<file path="src/sv/b64sc_pkg.sv">
// Shared types, character codes and alphabet functions for the Base64 codec.
// No dependencies; imported by every module of the codec.
package b64sc_pkg;

	localparam int QUEUE_DEPTH_DEF = 2;

	localparam logic [7:0] CHAR_UPPER_A = 8'h41;
	localparam logic [7:0] CHAR_UPPER_Z = 8'h5A;
	localparam logic [7:0] CHAR_LOWER_A = 8'h61;
	localparam logic [7:0] CHAR_LOWER_Z = 8'h7A;
	localparam logic [7:0] CHAR_DIGIT_0 = 8'h30;
	localparam logic [7:0] CHAR_DIGIT_9 = 8'h39;
	localparam logic [7:0] CHAR_PLUS    = 8'h2B;
	localparam logic [7:0] CHAR_SLASH   = 8'h2F;
	localparam logic [7:0] CHAR_PAD     = 8'h3D;

	localparam logic MODE_ENCODE = 1'b0;
	localparam logic MODE_DECODE = 1'b1;

	// One finished group: up to four result items and how to tag them.
	typedef struct packed {
		logic [3:0][7:0] data;       // data[0] goes out first
		logic [1:0]      final_idx;  // index of the last item of the group
		logic            last;
		logic            err;
	} job_t;

	typedef struct packed {
		logic       ok;
		logic [5:0] val;
	} sextet_t;

	function automatic logic [7:0] b64_char(input logic [5:0] s);
		logic [7:0] c;
		c = 8'(s);
		if (s < 6'd26)      return CHAR_UPPER_A + c;
		else if (s < 6'd52) return CHAR_LOWER_A + c - 8'd26;
		else if (s < 6'd62) return CHAR_DIGIT_0 + c - 8'd52;
		else if (s == 6'd62) return CHAR_PLUS;
		else                return CHAR_SLASH;
	endfunction

	function automatic sextet_t b64_sextet(input logic [7:0] c);
		sextet_t r;
		r.ok = 1'b1;
		if (c inside {[CHAR_UPPER_A:CHAR_UPPER_Z]})      r.val = 6'(c - CHAR_UPPER_A);
		else if (c inside {[CHAR_LOWER_A:CHAR_LOWER_Z]}) r.val = 6'(c - CHAR_LOWER_A + 8'd26);
		else if (c inside {[CHAR_DIGIT_0:CHAR_DIGIT_9]}) r.val = 6'(c - CHAR_DIGIT_0 + 8'd52);
		else if (c == CHAR_PLUS)  r.val = 6'd62;
		else if (c == CHAR_SLASH) r.val = 6'd63;
		else if (c == CHAR_PAD)   r.val = 6'd0;
		else begin
			r.ok  = 1'b0;
			r.val = 6'd0;
		end
		return r;
	endfunction

endpackage

</file>
<file path="src/sv/b64sc_front.sv">
// Front end of the Base64 codec: holds the mode, collects a group and
// builds a job when the group closes. Depends on b64sc_pkg.
module b64sc_front import b64sc_pkg::*; (
	input  logic       clk,
	input  logic       arst_n,
	input  logic       mode_we,
	input  logic       mode_wdata,
	input  logic       accept,
	input  logic [7:0] in_data,
	input  logic       in_last,
	output logic       job_push,
	output job_t       job
);

	logic        mode_q;
	logic [23:0] bits_q;
	logic [1:0]  count_q;
	logic [1:0]  pads_q;
	logic        bad_q;

	logic [23:0] bits_d;
	logic [1:0]  count_d;
	logic [1:0]  pads_d;
	logic        bad_d;
	logic        close;

	logic [23:0] enc_bits, enc_shift;
	logic [1:0]  enc_cnt;
	sextet_t     sx;
	logic        is_pad;
	logic [23:0] dec_bits;
	logic [1:0]  dec_pads;
	logic        dec_bad;

	always_comb begin
		enc_cnt  = count_q + 2'd1;
		enc_bits = {bits_q[15:0], in_data};
		case (enc_cnt)
			2'd1:    enc_shift = {enc_bits[7:0], 16'd0};
			2'd2:    enc_shift = {enc_bits[15:0], 8'd0};
			default: enc_shift = enc_bits;
		endcase

		sx       = b64_sextet(in_data);
		is_pad   = (in_data == CHAR_PAD);
		dec_bits = {bits_q[17:0], sx.val};
		dec_pads = pads_q | {is_pad && count_q == 2'd2, is_pad && count_q == 2'd3};
		dec_bad  = bad_q | ~sx.ok;

		close   = 1'b0;
		bits_d  = bits_q;
		count_d = count_q;
		pads_d  = pads_q;
		bad_d   = bad_q;
		job     = '0;

		if (mode_q == MODE_ENCODE) begin
			for (int k = 0; k < 4; k++) begin
				if (2'(k) <= enc_cnt || k == 0)
					job.data[k] = b64_char(enc_shift[18 - 6 * k +: 6]);
				else
					job.data[k] = CHAR_PAD;
			end
			job.final_idx = 2'd3;
			job.last      = in_last;
			job.err       = 1'b0;
			if (enc_cnt == 2'd3 || in_last) begin
				close = 1'b1;
			end else begin
				bits_d  = enc_bits;
				count_d = enc_cnt;
			end
		end else begin
			if (count_q == 2'd3) begin
				close         = 1'b1;
				job.data[0]   = dec_bits[23:16];
				job.data[1]   = dec_bits[15:8];
				job.data[2]   = dec_bits[7:0];
				job.final_idx = in_last ? 2'd2 - 2'(dec_pads[0]) - 2'(dec_pads[1]) : 2'd2;
				job.last      = in_last;
				job.err       = dec_bad;
			end else if (in_last) begin
				// truncated final group: one flagged zero item
				close         = 1'b1;
				job.final_idx = 2'd0;
				job.last      = 1'b1;
				job.err       = 1'b1;
			end else begin
				bits_d  = dec_bits;
				count_d = count_q + 2'd1;
				pads_d  = dec_pads;
				bad_d   = dec_bad;
			end
		end

		if (close) begin
			bits_d  = '0;
			count_d = '0;
			pads_d  = '0;
			bad_d   = 1'b0;
		end
	end

	assign job_push = accept && close;

	always_ff @(posedge clk or negedge arst_n) begin
		if (!arst_n) begin
			mode_q  <= MODE_ENCODE;
			bits_q  <= '0;
			count_q <= '0;
			pads_q  <= '0;
			bad_q   <= 1'b0;
		end else if (mode_we) begin
			mode_q  <= mode_wdata;
			bits_q  <= '0;
			count_q <= '0;
			pads_q  <= '0;
			bad_q   <= 1'b0;
		end else if (accept) begin
			bits_q  <= bits_d;
			count_q <= count_d;
			pads_q  <= pads_d;
			bad_q   <= bad_d;
		end
	end

endmodule

</file>
<file path="src/sv/b64sc_queue.sv">
// Short job queue between front and back of the Base64 codec.
// Depends on b64sc_pkg for the job type.
module b64sc_queue import b64sc_pkg::*; #(
	parameter int DEPTH = QUEUE_DEPTH_DEF
) (
	input  logic clk,
	input  logic arst_n,
	input  logic push,
	input  job_t push_job,
	input  logic pop,
	output logic full,
	output logic head_valid,
	output job_t head
);

	localparam int PW = (DEPTH > 1) ? $clog2(DEPTH) : 1;
	localparam int CW = $clog2(DEPTH + 1);

	job_t          slots_q [DEPTH];
	logic [PW-1:0] wr_q, rd_q;
	logic [CW-1:0] cnt_q;

	assign full       = (cnt_q == CW'(DEPTH));
	assign head_valid = (cnt_q != '0);
	assign head       = slots_q[rd_q];

	always_ff @(posedge clk) begin
		if (push) slots_q[wr_q] <= push_job;
	end

	always_ff @(posedge clk or negedge arst_n) begin
		if (!arst_n) begin
			wr_q  <= '0;
			rd_q  <= '0;
			cnt_q <= '0;
		end else begin
			if (push) wr_q <= (wr_q == PW'(DEPTH - 1)) ? '0 : wr_q + 1'b1;
			if (pop)  rd_q <= (rd_q == PW'(DEPTH - 1)) ? '0 : rd_q + 1'b1;
			case ({push, pop})
				2'b10:   cnt_q <= cnt_q + 1'b1;
				2'b01:   cnt_q <= cnt_q - 1'b1;
				default: cnt_q <= cnt_q;
			endcase
		end
	end

endmodule

</file>
<file path="src/sv/b64sc_back.sv">
// Back end of the Base64 codec: walks the head job one item per cycle
// into the output register while it is empty or popped. Depends on b64sc_pkg.
module b64sc_back import b64sc_pkg::*; (
	input  logic       clk,
	input  logic       arst_n,
	input  logic       head_valid,
	input  job_t       head,
	output logic       job_pop,
	input  logic       pop,
	output logic       empty,
	output logic [7:0] out_data,
	output logic       out_last,
	output logic       out_error
);

	logic [1:0] idx_q;
	logic       out_valid_q;
	logic [7:0] data_q;
	logic       last_q;
	logic       err_q;
	logic       load;
	logic       at_end;

	assign load    = head_valid && (!out_valid_q || pop);
	assign at_end  = (idx_q == head.final_idx);
	assign job_pop = load && at_end;

	always_ff @(posedge clk or negedge arst_n) begin
		if (!arst_n) begin
			idx_q       <= '0;
			out_valid_q <= 1'b0;
		end else begin
			if (load)
				idx_q <= at_end ? 2'd0 : idx_q + 2'd1;
			if (load)
				out_valid_q <= 1'b1;
			else if (pop)
				out_valid_q <= 1'b0;
		end
	end

	always_ff @(posedge clk) begin
		if (load) begin
			data_q <= head.data[idx_q];
			last_q <= head.last && at_end;
			err_q  <= head.err;
		end
	end

	assign empty     = !out_valid_q;
	assign out_data  = data_q;
	assign out_last  = last_q;
	assign out_error = err_q;

endmodule

</file>
<file path="src/sv/base64_stream_codec_unit.sv">
// Top level of the streaming Base64 codec (standard alphabet, '=' padding).
// Depends on b64sc_pkg, b64sc_front, b64sc_queue and b64sc_back.
//
// The codec turns bytes into Base64 text (mode 0) or text back into bytes
// (mode 1). Both sides look like a queue: push an item while full is low,
// pop a result while empty is low. The front collects one item per cycle,
// while full is low, into a group and, when the group closes, hands a job
// of one to four results to a short queue; the back drains one result per
// cycle, while its output is empty or popped, into an output register, so
// input and output stall independently. In encode mode a group of three
// bytes yields four characters, so the input stalls on a full queue; in
// decode mode four characters yield at most three bytes, so one input item
// per cycle is sustained while results are popped. The first result of a
// group passes through the queue and then the output register before it
// is on the output ports and can be popped. in_last closes a partial
// group: encode pads it with '=', decode of a short final group gives one
// zero item flagged with out_error. Decoded bytes of a group holding a
// character outside the alphabet carry out_error. Write mode only while the
// codec is idle; the write also clears any partly collected group.
module base64_stream_codec_unit import b64sc_pkg::*; #(
	parameter int QUEUE_DEPTH = QUEUE_DEPTH_DEF
) (
	input  logic       clk,
	input  logic       arst_n,
	input  logic       mode_we,
	input  logic       mode_wdata,
	input  logic       push,
	output logic       full,
	input  logic [7:0] in_data,
	input  logic       in_last,
	output logic       empty,
	input  logic       pop,
	output logic [7:0] out_data,
	output logic       out_last,
	output logic       out_error
);

	logic accept;
	logic job_push, job_pop, head_valid;
	job_t job, head;

	// take an item whenever the queue has room for the job it may close
	assign accept = push && !full;

	b64sc_front u_front (
		.clk        (clk),
		.arst_n     (arst_n),
		.mode_we    (mode_we),
		.mode_wdata (mode_wdata),
		.accept     (accept),
		.in_data    (in_data),
		.in_last    (in_last),
		.job_push   (job_push),
		.job        (job)
	);

	b64sc_queue #(
		.DEPTH (QUEUE_DEPTH)
	) u_queue (
		.clk        (clk),
		.arst_n     (arst_n),
		.push       (job_push),
		.push_job   (job),
		.pop        (job_pop),
		.full       (full),
		.head_valid (head_valid),
		.head       (head)
	);

	b64sc_back u_back (
		.clk        (clk),
		.arst_n     (arst_n),
		.head_valid (head_valid),
		.head       (head),
		.job_pop    (job_pop),
		.pop        (pop),
		.empty      (empty),
		.out_data   (out_data),
		.out_last   (out_last),
		.out_error  (out_error)
	);

endmodule
</file>
<file path="config.mk">
export PLATFORM = sky130hd
export DESIGN_NAME = base64_stream_codec_unit
export DESIGN_NICKNAME = d
export VERILOG_FILES = /design/src/sv/b64sc_pkg.sv /design/src/sv/b64sc_front.sv /design/src/sv/b64sc_queue.sv /design/src/sv/b64sc_back.sv /design/src/sv/base64_stream_codec_unit.sv
export SDC_FILE = /design/constraint.sdc
export NUM_CORES = 1
export LEC_CHECK = 0
export ABC_CLOCK_PERIOD_IN_PS = 7100
export BUFFER_PORTS_ARGS = -buffer_cell sky130_fd_sc_hd__buf_2
export CORE_ASPECT_RATIO = 0.9
export CORE_MARGIN = 4
export CORE_UTILIZATION = 25
export CTS_CLUSTER_DIAMETER = 60
export DETAILED_ROUTE_END_ITERATION = 10
export GPL_TIMING_DRIVEN = 1
export HOLD_SLACK_MARGIN = 0.08
export PLACE_DENSITY = 0.43
export SLEW_MARGIN = 5
export SYNTH_ARGS = -nofsm -noshare
export SYNTH_HDL_FRONTEND = slang
export SYNTH_SLANG_ARGS = --single-unit
</file>
<file path="constraint.sdc">
create_clock -name clk -period 7.1 [get_ports clk]
set_input_delay 1.42 -clock clk [delete_from_list [all_inputs] [get_ports clk]]
set_output_delay 1.42 -clock clk [all_outputs]
set_load 0.01 [all_outputs]
</file>
==> Implementation_results.wiki <==
{| class="wikitable"
! Metric !! Value
|-
| Final layout net count || 803
|-
| Category of the worst setup path launch point || flip-flop
|-
| Largest family of logic cells by synthesized area || compound AO/OA/AOI/OAI gates
|-
| Initial antenna violation count || 0
|-
| Placer congestion estimate || 0.862
|-
| Number of maximum-capacitance constraint violations || 0
|-
| Post-detailed-route via-to-cell ratio || 5.04
|-
| Arithmetic-cell share of the synthesized area counting full adders, half adders and majority gates || 6.98%
|-
| Starting Density || 25.7%
|-
| Synthesized-area fraction occupied by ao, oa, aoi and oai cells || 19.0%
|-
| Sequential fraction of the synthesis area || 43.0%
|-
| Critical path fanouts, max || 26
|-
| Cell at the root of the clock tree || clkbuf_16
|-
| Number of cells upsized or downsized after cts || 0
|-
| Hold Buf Count CTS || 0
|-
| Status || completed
|-
| Clock skew || 0.0113 ns
|-
| Global-route usage over all layers || 13.6%
|-
| Beginning of the critical path || u_front.count_q[0]
|-
| Number of global-route vias before repair || 5708
|-
| Worst-skew pair later-pin latency || 0.41 ns
|-
| Highest achievable clock rate || 0.231 GHz
|-
| Synthesized-area fraction occupied by and/or/nand/nor cells || 13.9%
|-
| Hold slack || 0.490 ns
|-
| Period Utilization, post-route || 61.0%
|-
| H-tree depth reported by CTS || 4
|-
| Normalized max-slew margin || 27.8%
|-
| Core ar. || 0.0293 mm2
|-
| Most frequent cells in the layout || edfxtp_1 (82), nand2_1 (79), o21ai_0 (44), inv_1 (43), ha_1 (42)
|-
| Detail-routed net length per standard cell || 19.2 um
|-
| Ports placed on the boundary || 27
|-
| Die Span X || 191 um
|-
| Max Transition Viols Final || 0
|-
| Maximum number of pins on one net before global-route repair || 49
|-
| Area of placed instances || 0.00801 mm2
|-
| Most frequent standard cell in the layout excluding fill and tap cells || edfxtp_1
|-
| Syn. warnings || 0
|-
| Clock tree sinks || 113
|-
| Half-perimeter wire length after placement || 15600 um
|-
| Final design instance area without fill || 0.00866 mm2
|-
| First drt pass iteration count || 5
|-
| Area of the die || 0.0330 mm2
|-
| Port Buffer Count || 26
|-
| Arrival time at the worst endpoint || 4.44 ns
|-
| Mux share of post-synthesis cell area || 9.24%
|-
| Aggregate routed wire length || 22100 um
|-
| Mapped cell area || 0.00753 mm2
|-
| Total gr overflow || 0
|-
| Reg-to-reg critical path startpoint || u_front.count_q[0]
|-
| Post-synthesis cell count || 742
|-
| CP endpoint kind || flip-flop
|-
| 1st-iter DRT viols || 720
|-
| Setup Crit Path Kind || flip-flop to flip-flop
|-
| Worst Path Required || 7.21 ns
|-
| Endpoints failing hold || 0
|-
| Synthesized Nets || 799
|-
| DIE HEIGHT || 173 um
|-
| Clock buffers created by TritonCTS || 17
|-
| Minimum clock period || 4.33 ns
|-
| Total inserted antenna cells || 0
|-
| Asr flop ratio synth || 27.4%
|-
| Leakage power figure || 0.00327 uW
|-
| Post-synthesis register bit count || 113
|-
| Final ANT Viol Nets || 0
|-
| Syn-to-layout area delta || 15.1%
|-
| Worst vdd rail ir drop || 0.186 mV
|-
| Final sum of negative setup slack || 0 ns
|-
| Register clock-pin slew on the reported worst setup and hold paths || 0.06 ns
|-
| Number of buffers inserted by post-CTS setup repair || 0
|-
| Fraction of final layout cells sized beyond drive strength 1 || 14.2%
|-
| DRC viols || 0
|-
| Filler cell count || 3047
|-
| Min-Delay Path Class || flip-flop to flip-flop
|-
| Min-Delay Startpoint || u_front.pads_q[1]
|-
| Setup repair after global routing missed its margin || no
|-
| FP Rows || 59
|-
| Total via count after detailed routing || 5818
|-
| TritonCTS clock tree || yes
|-
| Power per unit of standard cell area || 310 mW/mm2
|-
| Post-synthesis area per instance || 10.1 um2
|-
| Main flop type after synthesis || edfxtp_1
|-
| Actual slew at the worst max-slew pin || 1.08 ns
|-
| Final setup violation count || 0
|-
| Xor and xnor fraction of the mapped netlist area || 2.91%
|-
| Number of synthesized flops with an enable pin || 82
|-
| First-pass GRT wire length || 34900 um
|-
| Distinct cell type count after synthesis || 75
|-
| Maximum number of buffers from clock root to sink || 2
|}
## through the flow
step | cells | setup WS, ns | util (%) | power, uW
6_report | 1155 | 2.77 | 29.6 | 2690
5_1_grt | 1155 | 2.39 | 29.6 | 2830
4_1_cts | 1155 | 2.79 | 29.6 | 2720
3_5_place_dp | 1123 | 2.68 | 27.3 | 1750
3_3_place_gp | 1123 | 2.75 | 27.3 | 1760
2_1_floorplan | 742 | 3.40 | - | 1510
## path summary, 6_finish.rpt
path | end | slack [ns] | cells past startpoint
min reg2reg | u_front.pads_q[1] | 0.49 | 2
min in group asynchronous | u_back.out_valid_q | 1.11 | 1
max in group asynchronous | u_front.mode_q | 5.37 | 1
max reg2reg | u_queue.slots_q[0][22] | 2.77 | 11
max | u_queue.slots_q[0][22] | 2.77 | 11
min | u_front.pads_q[1] | 0.49 | 2
## cell type report
cell class | instances | area (um2) | share of cell area, %
clock inverter | 14 | 225 | 2.60
timing repair buffer | 33 | 183 | 2.11
clock buffer | 18 | 429 | 4.95
multi-input combinational | 536 | 3920 | 45.3
sequential | 113 | 3240 | 37.4
tap | 396 | 495 | 5.72
inverter | 45 | 169 | 1.95
## registers in the layout, summed over array words and instances (netlist names), 2 cells and up
register         count
u_back.idx_q         2
u_back.out_data      8
u_front.bits_q      18
u_front.count_q      2
u_front.pads_q       2
u_queue.cnt_q        2
u_queue.slots_q     72
## power breakdown
group          switching, uW  internal (uW)  total, uW
combinational            464            327        790
sequential              73.4            861        934
clock                    333            630        963
total                    870           1820       2690
## cell usage after synthesis, types with 4 or more instances
library cell,number,area share (%)
a31oi_1,12,1.0
mux2i_1,20,2.7
nand3_1,16,1.1
nor3b_1,7,0.70
xor2_1,5,0.58
inv_1,43,2.1
nand2b_1,10,0.83
mux2_2,12,1.8
a311oi_1,5,0.58
dfrtp_1,31,10
mux4_2,16,4.8
edfxtp_1,82,33
and2_1,8,0.66
buf_2,10,0.66
buf_1,5,0.25
clkbuf_1,31,1.5
nand2_1,79,3.9
nor2b_1,7,0.58
a221o_1,4,0.53
nor3_1,13,0.86
a221oi_1,5,0.58
xnor2_1,20,2.3
a21oi_1,39,2.6
o21ai_0,44,2.9
o21ai_1,19,1.3
o211a_1,4,0.53
a22o_1,12,1.4
ha_1,42,7.0
nor2_1,36,1.8
o31ai_1,7,0.70
o211ai_1,6,0.60
and3_1,7,0.58
a211oi_1,5,0.50
or3_1,8,0.66
nand4_1,5,0.42
## metal layers
layer	routed length (um)	vias to the layer above	share of wire (%)	GRT usage [%]
li1	-	2784	-	-
met1	11500	2864	52	21.2
met2	9380	153	42	19.6
met3	975	17	4.4	2.52
met4	228	0	1.0	2.93
met5	0	-	0	0
## critical path: stages, from the launching register on
cell,delay (ns)
dfrtp_1,0.42
inv_1,0.08
ha_1,0.20
buf_4,0.23
nor2_1,0.70
a21boi_1,0.38
ha_1,0.36
a21oi_1,0.66
mux2_2,0.42
a221o_1,0.34
mux2i_1,0.13
a221oi_1,0.11
## cells by family (layout without fill, tap and decap cells)
family                     after synthesis  in the layout
and+or+nand+nor                        212            212
AOI/OAI and AO/OA                      209            209
DFF                                    113            113
buffers and inverters                   93            110
muxes                                   48             48
adders and majority gates               42             42
xor gates and xnor gates                25             25
Power figures use the tool's default switching activity.
